===== config.mk =====
export PLATFORM = sky130hd
export DESIGN_NAME = relative_power_squelch_top
export DESIGN_NICKNAME = d
export VERILOG_FILES = /design/src/rtl/rps_pkg.sv /design/src/rtl/rps_front.sv /design/src/rtl/rps_queue.sv /design/src/rtl/rps_back.sv /design/src/rtl/relative_power_squelch_top.sv
export VERILOG_INCLUDE_DIRS = /design/src /design/src/rtl
export SDC_FILE = /design/constraint.sdc
export NUM_CORES = 2
export LEC_CHECK = 0
export ABC_AREA = 1
export BUFFER_PORTS_ARGS = -buffer_cell sky130_fd_sc_hd__buf_2
export CORE_MARGIN = 2
export CORE_UTILIZATION = 37
export CTS_CLUSTER_SIZE = 10
export DETAILED_ROUTE_END_ITERATION = 8
export PLACE_DENSITY_LB_ADDON = 0.12
export SYNTH_ARGS = -nofsm -noshare
export SYNTH_HDL_FRONTEND = slang
export SYNTH_SLANG_ARGS = --single-unit

===== constraint.sdc =====
create_clock -name clk -period 6.06 [get_ports clk]
set_clock_uncertainty 0.15 [all_clocks]
set_input_delay 0.606 -clock clk [delete_from_list [all_inputs] [get_ports clk]]
set_output_delay 0.606 -clock clk [all_outputs]
set_load 0.03 [all_outputs]

===== src/rtl/relative_power_squelch_top_defines.svh =====
// Assertion macros for the relative power squelch.
`ifndef RELATIVE_POWER_SQUELCH_TOP_DEFINES_SVH
`define RELATIVE_POWER_SQUELCH_TOP_DEFINES_SVH

// Same-cycle implication, sampled on clk, quiet during reset.
`define RPS_ASSERT_NOW(label, ante, cons) \
    label: assert property (@(posedge clk) disable iff (!rst_n) (ante) |-> (cons)) \
        else $error("relative_power_squelch: check failed");

// Next-cycle implication, sampled on clk, quiet during reset.
`define RPS_ASSERT_NEXT(label, ante, cons) \
    label: assert property (@(posedge clk) disable iff (!rst_n) (ante) |=> (cons)) \
        else $error("relative_power_squelch: check failed");

`endif


===== src/rtl/rps_pkg.sv =====
// Shared constants and types for the relative power squelch.
package rps_pkg;

    localparam int SAMPLE_BITS_DEF = 16;
    localparam int GAIN_BITS_DEF   = 16;

    localparam int SETTLE_BITS     = 17;
    localparam int RATIO_BITS      = 16;
    localparam int RATIO_FRAC      = 8;
    localparam int OUT_POWER_BITS  = 32;
    localparam int CFG_DATA_BITS   = 17;
    localparam int CFG_INDEX_BITS  = 2;

    localparam int GAIN_RESET      = 655;
    localparam int SETTLE_RESET    = 100;
    localparam int RATIO_RESET     = 512;

    localparam int QUEUE_DEPTH     = 4;
    localparam int QPTR_BITS       = $clog2(QUEUE_DEPTH);

    typedef enum logic [CFG_INDEX_BITS-1:0] {
        REG_SMOOTHING_GAIN  = 2'd0,
        REG_SETTLE_SAMPLES  = 2'd1,
        REG_THRESHOLD_RATIO = 2'd2
    } cfg_reg_t;

    typedef struct packed {
        logic full;
        logic empty;
    } q_status_t;

endpackage


===== src/rtl/rps_front.sv =====
// Front end: takes sample requests and squares the I and Q parts.
module rps_front import rps_pkg::*; #(
    parameter int SAMPLE_BITS = SAMPLE_BITS_DEF
) (
    input  logic                       clk,
    input  logic                       rst_n,
    input  logic                       sample_valid,
    output logic                       sample_stall,
    input  logic signed [SAMPLE_BITS-1:0] sample_i,
    input  logic signed [SAMPLE_BITS-1:0] sample_q,
    input  q_status_t                  q_status,
    output logic                       push,
    output logic [2*SAMPLE_BITS-1:0]   push_power,
    output logic [SAMPLE_BITS-1:0]     push_i,
    output logic [SAMPLE_BITS-1:0]     push_q
);

    localparam int PW = 2*SAMPLE_BITS;

    logic                   s1_valid_reg, s1_valid_next;
    logic [PW-1:0]          sq_i_reg, sq_q_reg;
    logic [SAMPLE_BITS-1:0] samp_i_reg, samp_q_reg;
    logic                   advance, take;

    assign advance      = !s1_valid_reg || !q_status.full;
    assign sample_stall = !advance;
    assign take         = sample_valid && advance;
    assign push         = s1_valid_reg && !q_status.full;

    // Squares are never negative, so the sum fits the unsigned power word.
    assign push_power = sq_i_reg + sq_q_reg;
    assign push_i     = samp_i_reg;
    assign push_q     = samp_q_reg;

    assign s1_valid_next = take || (s1_valid_reg && q_status.full);

    always_ff @(posedge clk or negedge rst_n)
    begin
        if (!rst_n)
        begin
            s1_valid_reg <= 1'b0;
        end
        else
        begin
            s1_valid_reg <= s1_valid_next;
        end
    end

    // Operands widened first so the full square survives.
    always_ff @(posedge clk)
    begin
        if (take)
        begin
            sq_i_reg   <= $unsigned(PW'(sample_i) * PW'(sample_i));
            sq_q_reg   <= $unsigned(PW'(sample_q) * PW'(sample_q));
            samp_i_reg <= sample_i;
            samp_q_reg <= sample_q;
        end
    end

endmodule


===== src/rtl/rps_queue.sv =====
// Short request queue between the front end and the smoother sequencer.
module rps_queue import rps_pkg::*; #(
    parameter int ENTRY_BITS = 4*SAMPLE_BITS_DEF
) (
    input  logic                  clk,
    input  logic                  rst_n,
    input  logic                  push,
    input  logic [ENTRY_BITS-1:0] wdata,
    input  logic                  pop,
    output logic [ENTRY_BITS-1:0] rdata,
    output q_status_t             status
);

    logic [ENTRY_BITS-1:0] mem [QUEUE_DEPTH];
    logic [ENTRY_BITS-1:0] rdata_reg;
    logic [QPTR_BITS-1:0]  wr_ptr_reg, rd_ptr_reg;
    logic [QPTR_BITS:0]    count_reg, count_next;

    assign status.full  = (count_reg == (QPTR_BITS+1)'(QUEUE_DEPTH));
    assign status.empty = (count_reg == '0);
    // Head entry appears the cycle after the pop.
    assign rdata        = rdata_reg;

    always_comb
    begin
        count_next = count_reg;
        if (push && !pop)
        begin
            count_next = count_reg + 1'b1;
        end
        else if (pop && !push)
        begin
            count_next = count_reg - 1'b1;
        end
    end

    always_ff @(posedge clk or negedge rst_n)
    begin
        if (!rst_n)
        begin
            wr_ptr_reg <= '0;
            rd_ptr_reg <= '0;
            count_reg  <= '0;
        end
        else
        begin
            count_reg <= count_next;
            if (push)
            begin
                wr_ptr_reg <= wr_ptr_reg + 1'b1;
            end
            if (pop)
            begin
                rd_ptr_reg <= rd_ptr_reg + 1'b1;
            end
        end
    end

    always_ff @(posedge clk)
    begin
        if (push)
        begin
            mem[wr_ptr_reg] <= wdata;
        end
        if (pop)
        begin
            rdata_reg <= mem[rd_ptr_reg];
        end
    end

endmodule


===== src/rtl/rps_back.sv =====
// Back end: smoother, noise floor tracking, threshold and gating sequencer.
module rps_back import rps_pkg::*; #(
    parameter int SAMPLE_BITS = SAMPLE_BITS_DEF,
    parameter int GAIN_BITS   = GAIN_BITS_DEF
) (
    input  logic                        clk,
    input  logic                        rst_n,
    input  logic                        cfg_write,
    input  logic [CFG_INDEX_BITS-1:0]   cfg_index,
    input  logic [CFG_DATA_BITS-1:0]    cfg_data,
    input  q_status_t                   q_status,
    input  logic [2*SAMPLE_BITS-1:0]    head_power,
    input  logic [SAMPLE_BITS-1:0]      head_i,
    input  logic [SAMPLE_BITS-1:0]      head_q,
    output logic                        pop,
    output logic                        result_valid,
    input  logic                        result_stall,
    output logic signed [SAMPLE_BITS-1:0] gated_i,
    output logic signed [SAMPLE_BITS-1:0] gated_q,
    output logic                        burst_start_next,
    output logic                        burst_end_here,
    output logic [OUT_POWER_BITS-1:0]   smoothed_power
);

    localparam int PW           = 2*SAMPLE_BITS;
    localparam int HW           = SAMPLE_BITS;
    localparam int PROD_W       = HW + GAIN_BITS;
    localparam int STEP_FULL_W  = PW + GAIN_BITS;
    localparam int APROD_W      = HW + RATIO_BITS;
    localparam int ALERT_FULL_W = PW + RATIO_BITS;
    localparam int ALERT_W      = ALERT_FULL_W - RATIO_FRAC;

    typedef enum logic [7:0] {
        ST_IDLE  = 8'b00000001,
        ST_LOAD  = 8'b00000010,
        ST_MUL   = 8'b00000100,
        ST_STEP  = 8'b00001000,
        ST_APPLY = 8'b00010000,
        ST_FLOOR = 8'b00100000,
        ST_SCALE = 8'b01000000,
        ST_EMIT  = 8'b10000000
    } back_state_t;

    back_state_t             state_reg, state_next;
    logic [GAIN_BITS-1:0]    gain_reg, gain_next;
    logic [SETTLE_BITS-1:0]  settle_samples_reg, settle_samples_next;
    logic [RATIO_BITS-1:0]   ratio_reg, ratio_next;
    logic [PW-1:0]           avg_reg, avg_next;
    logic [PW-1:0]           floor_reg, floor_next;
    logic [SETTLE_BITS-1:0]  settle_left_reg, settle_left_next;
    logic                    passing_reg, passing_next;
    logic                    result_valid_reg, result_valid_next;

    // Working registers of the request in flight
    logic [PW-1:0]           diff_reg;
    logic                    up_reg;
    logic [PROD_W-1:0]       prod_hi_reg, prod_lo_reg;
    logic [PW-1:0]           step_reg;
    logic [APROD_W-1:0]      alert_hi_reg, alert_lo_reg;
    logic [SAMPLE_BITS-1:0]  samp_i_reg, samp_q_reg;

    logic [SAMPLE_BITS-1:0]  out_i_reg, out_q_reg;
    logic                    out_start_reg, out_end_reg;
    logic [PW-1:0]           out_power_reg;

    logic [STEP_FULL_W-1:0]  step_full;
    logic [ALERT_FULL_W-1:0] alert_full;
    logic                    above;
    logic                    emit_go;
    logic                    head_up;

    assign pop     = (state_reg == ST_IDLE) && !q_status.empty;
    assign head_up = head_power >= avg_reg;
    assign emit_go = (state_reg == ST_EMIT) && (!result_valid_reg || !result_stall);

    // Recombine the split products; shifts drop the fraction (truncation).
    assign step_full  = {prod_hi_reg, HW'(0)} + STEP_FULL_W'(prod_lo_reg);
    assign alert_full = {alert_hi_reg, HW'(0)} + ALERT_FULL_W'(alert_lo_reg);
    assign above      = ALERT_W'(avg_reg) >= alert_full[ALERT_FULL_W-1:RATIO_FRAC];

    always_comb
    begin
        state_next          = state_reg;
        gain_next           = gain_reg;
        settle_samples_next = settle_samples_reg;
        ratio_next          = ratio_reg;
        avg_next            = avg_reg;
        floor_next          = floor_reg;
        settle_left_next    = settle_left_reg;
        passing_next        = passing_reg;

        if (cfg_write)
        begin
            case (cfg_index)
                REG_SMOOTHING_GAIN:
                begin
                    gain_next = GAIN_BITS'(cfg_data);
                end
                REG_SETTLE_SAMPLES:
                begin
                    settle_samples_next = cfg_data;
                    settle_left_next    = cfg_data;
                end
                REG_THRESHOLD_RATIO:
                begin
                    ratio_next = cfg_data[RATIO_BITS-1:0];
                end
                default:
                begin
                end
            endcase
        end

        case (state_reg)
            ST_IDLE:
            begin
                if (!q_status.empty)
                begin
                    state_next = ST_LOAD;
                end
            end
            ST_LOAD:
            begin
                state_next = ST_MUL;
            end
            ST_MUL:
            begin
                state_next = ST_STEP;
            end
            ST_STEP:
            begin
                state_next = ST_APPLY;
            end
            ST_APPLY:
            begin
                avg_next   = up_reg ? (avg_reg + step_reg) : (avg_reg - step_reg);
                state_next = ST_FLOOR;
            end
            ST_FLOOR:
            begin
                if (settle_left_reg != '0)
                begin
                    settle_left_next = settle_left_reg - 1'b1;
                end
                else if (avg_reg < floor_reg)
                begin
                    floor_next = avg_reg;
                end
                state_next = ST_SCALE;
            end
            ST_SCALE:
            begin
                state_next = ST_EMIT;
            end
            ST_EMIT:
            begin
                if (emit_go)
                begin
                    passing_next = above;
                    state_next   = ST_IDLE;
                end
            end
            default:
            begin
                state_next = ST_IDLE;
            end
        endcase
    end

    assign result_valid_next = emit_go || (result_valid_reg && result_stall);

    always_ff @(posedge clk or negedge rst_n)
    begin
        if (!rst_n)
        begin
            state_reg          <= ST_IDLE;
            gain_reg           <= GAIN_BITS'(GAIN_RESET);
            settle_samples_reg <= SETTLE_BITS'(SETTLE_RESET);
            ratio_reg          <= RATIO_BITS'(RATIO_RESET);
            avg_reg            <= '0;
            floor_reg          <= PW'(1) << (PW - 2);
            settle_left_reg    <= SETTLE_BITS'(SETTLE_RESET);
            passing_reg        <= 1'b0;
            result_valid_reg   <= 1'b0;
        end
        else
        begin
            state_reg          <= state_next;
            gain_reg           <= gain_next;
            settle_samples_reg <= settle_samples_next;
            ratio_reg          <= ratio_next;
            avg_reg            <= avg_next;
            floor_reg          <= floor_next;
            settle_left_reg    <= settle_left_next;
            passing_reg        <= passing_next;
            result_valid_reg   <= result_valid_next;
        end
    end

    always_ff @(posedge clk)
    begin
        // head entry is valid the cycle after the pop
        if (state_reg == ST_LOAD)
        begin
            up_reg     <= head_up;
            diff_reg   <= head_up ? (head_power - avg_reg) : (avg_reg - head_power);
            samp_i_reg <= head_i;
            samp_q_reg <= head_q;
        end
        if (state_reg == ST_MUL)
        begin
            prod_hi_reg <= diff_reg[PW-1:HW] * gain_reg;
            prod_lo_reg <= diff_reg[HW-1:0] * gain_reg;
        end
        if (state_reg == ST_STEP)
        begin
            step_reg <= step_full[STEP_FULL_W-1:GAIN_BITS];
        end
        if (state_reg == ST_SCALE)
        begin
            alert_hi_reg <= floor_reg[PW-1:HW] * ratio_reg;
            alert_lo_reg <= floor_reg[HW-1:0] * ratio_reg;
        end
        if (emit_go)
        begin
            out_i_reg     <= passing_reg ? samp_i_reg : '0;
            out_q_reg     <= passing_reg ? samp_q_reg : '0;
            out_start_reg <= !passing_reg && above;
            out_end_reg   <= passing_reg && !above;
            out_power_reg <= avg_reg;
        end
    end

    assign result_valid     = result_valid_reg;
    assign gated_i          = $signed(out_i_reg);
    assign gated_q          = $signed(out_q_reg);
    assign burst_start_next = out_start_reg;
    assign burst_end_here   = out_end_reg;
    assign smoothed_power   = OUT_POWER_BITS'(out_power_reg);

endmodule


===== src/rtl/relative_power_squelch_top.sv =====
// Top level of the relative power squelch: front end, request queue and back end.
//
// Relative power squelch with noise floor tracking. Each request is one complex
// sample; its power I*I+Q*Q feeds a single-pole smoother (gain alpha, Q0.16),
// and after settle_samples requests the lowest smoothed power becomes the noise
// floor (1.0 after reset). The alert level is floor times threshold_ratio
// (Q8.8). While squelched the result carries zeros and opens once the smoothed
// power reaches the alert level, flagging burst_start_next; while open the
// sample passes and the gate closes when power drops below the level, flagging
// burst_end_here. Every request gives exactly one result.
// Flow: the back-end sequencer takes each request through queue pop,
// difference, split gain multiply, step recombine, accumulate, floor update,
// split ratio multiply and decision, and pops no new request until that pass
// ends; a stall on the result side holds it at the decision. The front end
// registers the squared sample and a 4-entry queue holds waiting requests,
// so sample_stall rises only when that queue is full. The smoother state
// carries from one request to the next, so the passes do not overlap.
// Configuration writes are taken at any edge with cfg_write high but are meant
// for idle periods only; writing settle_samples restarts the settle count.
module relative_power_squelch_top import rps_pkg::*; #(
    parameter int SAMPLE_BITS = SAMPLE_BITS_DEF,
    parameter int GAIN_BITS   = GAIN_BITS_DEF
) (
    input  logic                          clk,
    input  logic                          rst_n,
    input  logic                          cfg_write,
    input  logic [CFG_INDEX_BITS-1:0]     cfg_index,
    input  logic [CFG_DATA_BITS-1:0]      cfg_data,
    input  logic                          sample_valid,
    output logic                          sample_stall,
    input  logic signed [SAMPLE_BITS-1:0] sample_i,
    input  logic signed [SAMPLE_BITS-1:0] sample_q,
    output logic                          result_valid,
    input  logic                          result_stall,
    output logic signed [SAMPLE_BITS-1:0] gated_i,
    output logic signed [SAMPLE_BITS-1:0] gated_q,
    output logic                          burst_start_next,
    output logic                          burst_end_here,
    output logic [OUT_POWER_BITS-1:0]     smoothed_power
);

`include "relative_power_squelch_top_defines.svh"

    localparam int PW         = 2*SAMPLE_BITS;
    localparam int ENTRY_BITS = PW + 2*SAMPLE_BITS;

    q_status_t              q_status;
    logic                   push, pop;
    logic [PW-1:0]          push_power;
    logic [SAMPLE_BITS-1:0] push_i, push_q;
    logic [ENTRY_BITS-1:0]  q_rdata;

    rps_front #(
        .SAMPLE_BITS (SAMPLE_BITS)
    ) u_front (
        .clk          (clk),
        .rst_n        (rst_n),
        .sample_valid (sample_valid),
        .sample_stall (sample_stall),
        .sample_i     (sample_i),
        .sample_q     (sample_q),
        .q_status     (q_status),
        .push         (push),
        .push_power   (push_power),
        .push_i       (push_i),
        .push_q       (push_q)
    );

    // Queue entry: power word, then I, then Q.
    rps_queue #(
        .ENTRY_BITS (ENTRY_BITS)
    ) u_queue (
        .clk    (clk),
        .rst_n  (rst_n),
        .push   (push),
        .wdata  ({push_power, push_i, push_q}),
        .pop    (pop),
        .rdata  (q_rdata),
        .status (q_status)
    );

    rps_back #(
        .SAMPLE_BITS (SAMPLE_BITS),
        .GAIN_BITS   (GAIN_BITS)
    ) u_back (
        .clk              (clk),
        .rst_n            (rst_n),
        .cfg_write        (cfg_write),
        .cfg_index        (cfg_index),
        .cfg_data         (cfg_data),
        .q_status         (q_status),
        .head_power       (q_rdata[ENTRY_BITS-1:2*SAMPLE_BITS]),
        .head_i           (q_rdata[2*SAMPLE_BITS-1:SAMPLE_BITS]),
        .head_q           (q_rdata[SAMPLE_BITS-1:0]),
        .pop              (pop),
        .result_valid     (result_valid),
        .result_stall     (result_stall),
        .gated_i          (gated_i),
        .gated_q          (gated_q),
        .burst_start_next (burst_start_next),
        .burst_end_here   (burst_end_here),
        .smoothed_power   (smoothed_power)
    );

    // A gate cannot open and close on the same sample.
    `RPS_ASSERT_NOW(a_start_end_excl, result_valid, !(burst_start_next && burst_end_here))
    // Opening happens from the squelched state, so that sample is still muted.
    `RPS_ASSERT_NOW(a_start_muted, result_valid && burst_start_next, gated_i == '0 && gated_q == '0)
    // Queue never overruns or underruns.
    `RPS_ASSERT_NOW(a_no_overrun, q_status.full, !push)
    `RPS_ASSERT_NOW(a_no_underrun, q_status.empty, !pop)
    // Back end takes at most one request per sequencer pass.
    `RPS_ASSERT_NEXT(a_pop_spacing, pop, !pop)

endmodule


==> impl_metrics.toml <==
[global_routing]
overflow = 0
grt_pass1_wl_mm = 427
grt_usage_pct = 21.8
antenna_found_initial = 6
first_global_vias = 73321
grt_max_degree = 87

[floorplan]
core_area_mm2 = 0.248
ios = 124
die_area_mm2 = 0.253
rows = 183
die_w_um = 503
die_height_um = 503
start_util_pct = 37.1

[setup_path]
cp-end-kind = "register"
reg2regPathDepth = 23
cp_data_required_time_ns = 6.40
crit_path_start_kind = "register"
slowest_delay_ns = 0.68
worst-path-buf-inv = 6
crit_family = "adder cells"
arrival_ns = 6.33
worst_path_max_delay_cell = "dfstp_4"
path_depth = 23
critPathMostFrequentCell = "fa_1"
crit_chain = "buf_6, nand2_1, fa_1, fa_1, fa_1, fa_1, inv_1, fa_1, inv_1, fa_1, inv_1, ha_1, a21oi_1, o221ai_1, buf_4, nand2_1, nand3_2, nand2_1, o211ai_1, nand2_1, nand2_1, xor2_1, buf_4"
critPathKind = "reg2reg"
path_max_fanout = 5

[synth]
synth-seq-cells = 810
ys_types = 61
synth.avg_cell_area_um2 = 8.79
synth_area_leader_cell = "fa_1"
synth_flop_cell = "edfxtp_1"
ys_warn_count = 0
synth_edf_count = 679
yosysSeqAreaShare_pct = 25.7
syn_area_mm2 = 0.0920
synth.top_cell.area_share_pct = 27.1
synthCells = 10476
netlist_top_cells_count = "inv_1 (2623), nand2_1 (2190), fa_1 (1248)"
synth.area.top_cells = "fa_1 (27%), edfxtp_1 (22%), ha_1 (11%)"
ys_async_sr_fraction_pct = 16.2
syn_nets = 12598
yosys.cell_count.top_type = "inv_1"

[place]
gp_congestion = 0.912
dpl.cell_count = 14325
dp_hpwl_mm = 221
placedInstanceArea_mm2 = 0.102
port_buffers = 123

[hold_path]
hold_depth = 3
hold_path_class = "in2reg"

[finish]
fin_nets = 13257
area_growth_pct = 15.7
fin_area_mm2 = 0.106
finalNonFillerCells = 14527
drive_gt1_share_pct = 11.7
largest_reg_flops = 256

[timing]
final_hold_viol_count = 0
slew_viol_final = 0
period_minus_slack_ns = 6.00
setup_viol = 0
rsz0062_at_grt = "true"
slew_headroom_pct = 20.9
max_freq_ghz = 0.167
worstMarginPinSlew_ns = 1.18
period_share_pct = 98.9

[run_status]
status = "finished clean"

[clock_network]
clk_latency_ns = 0.78
cts_buffers = 101
path_clk_slew_ns = 0.06
cts.sinks = 810
tritoncts = "yes"
cts.root.buffer_cell = "clkbuf_16"
cts.htree.levels = 3
ctsLongestPathBuffers = 3

[run]
cap_viol_max_count = 0

[drt]
drtIter0Drc = 3973
drc = 0
wire_per_inst_um = 18.7
vias = 69306
wl_mm = 272
ant_nets = 0
avgViaCountPerCell = 4.77
drt_pass1_iterations = 8
## worst paths after layout
kind	slack, ns	startpoint	to
max	0.06	u_back.gain_reg[1]	u_back.prod_lo_reg[30]
max reg2reg	0.06	u_back.gain_reg[1]	u_back.prod_lo_reg[30]
min	0.06	cfg_data[0]	u_back.gain_reg[0]
max in group asynchronous	4.10	rst_n	u_back.floor_reg[25]
min reg2reg	0.25	u_queue.rdata[11]	u_back.samp_q_reg[11]
min in group asynchronous	0.35	rst_n	u_back.floor_reg[29]
## cell families (layout without fill, tap and decap cells)
family	Yosys count	count (layout)	synth area share, %
mux	6	6	0.0666
buf+inv	3037	3756	12.4
fa+ha+maj	2066	2066	38.3
compound gates	1138	1138	6.89
simple gates	3053	3053	13.1
xor+xnor	366	366	3.48
flops	810	810	25.7
other cells	0	2	0
## metrics by stage
| stage | setup TNS [ns] | util [%] | setup WS [ns] | hold WS (ns) |
|---|---|---|---|---|
| after floorplan | -0.0179 | - | -0.0179 | 0.160 |
| after global placement | -2.57 | 41.2 | -0.213 | 0.251 |
| after detailed placement | -3.78 | 41.2 | -0.255 | 0.255 |
| after CTS | 0 | 42.5 | 0.00169 | 0.00971 |
| after global routing | -1.66 | 42.9 | -0.200 | 0.0397 |
| final | 0 | 42.9 | 0.0647 | 0.0572 |
## placed cells by master, fill, tap and decap left out, types with 226 or more instances in the layout
| cell | n |
|---|---|
| ha_1 | 794 |
| a21oi_1 | 413 |
| xor2_1 | 226 |
| o21ai_0 | 329 |
| inv_1 | 2610 |
| nor2_1 | 502 |
| nand2_1 | 2173 |
| fa_1 | 1236 |
| buf_4 | 742 |
| edfxtp_1 | 679 |
## final cells by class
| type | instances | area [µm²] |
|---|---|---|
| Clock buffer | 132 | 2690 |
| Clock inverter | 31 | 403 |
| Sequential cell | 810 | 23700 |
| Inverter | 2641 | 9920 |
| Multi-Input combinational cell | 6629 | 57800 |
| Tap cell | 3330 | 4170 |
| Timing Repair Buffer | 952 | 7770 |
| Antenna cell | 2 | 5.00 |
| Fill cell | 24608 | 142000 |
## tightest hold or removal path: cells and delay by family
family,cells,cell delay [ns]
AOI/OAI and AO/OA,1,0.09
buffers and inverters,2,0.23
## timing repair
action | in CTS | in global routing
endpoints found under the setup margin | 30 | 51
buffers inserted | 4 | 25
hold buffers | 5 | 0
cloned | 0 | 3
gates resized for setup | 39 | 174
endpoints found under the hold margin | 78 | 0
pin swaps | 9 | 58
## per-layer routing
layer	track usage (%)	up-vias	share of wire (%)
li1	-	33159	-
met2	38.0	1296	49
met4	5.58	2	2.9
met5	0	-	0.0048
met1	29.1	34542	45
met3	1.98	307	3.5
Power is not shown: default switching activity piles up to over one toggle a cycle in this logic, so the estimate is an artifact.
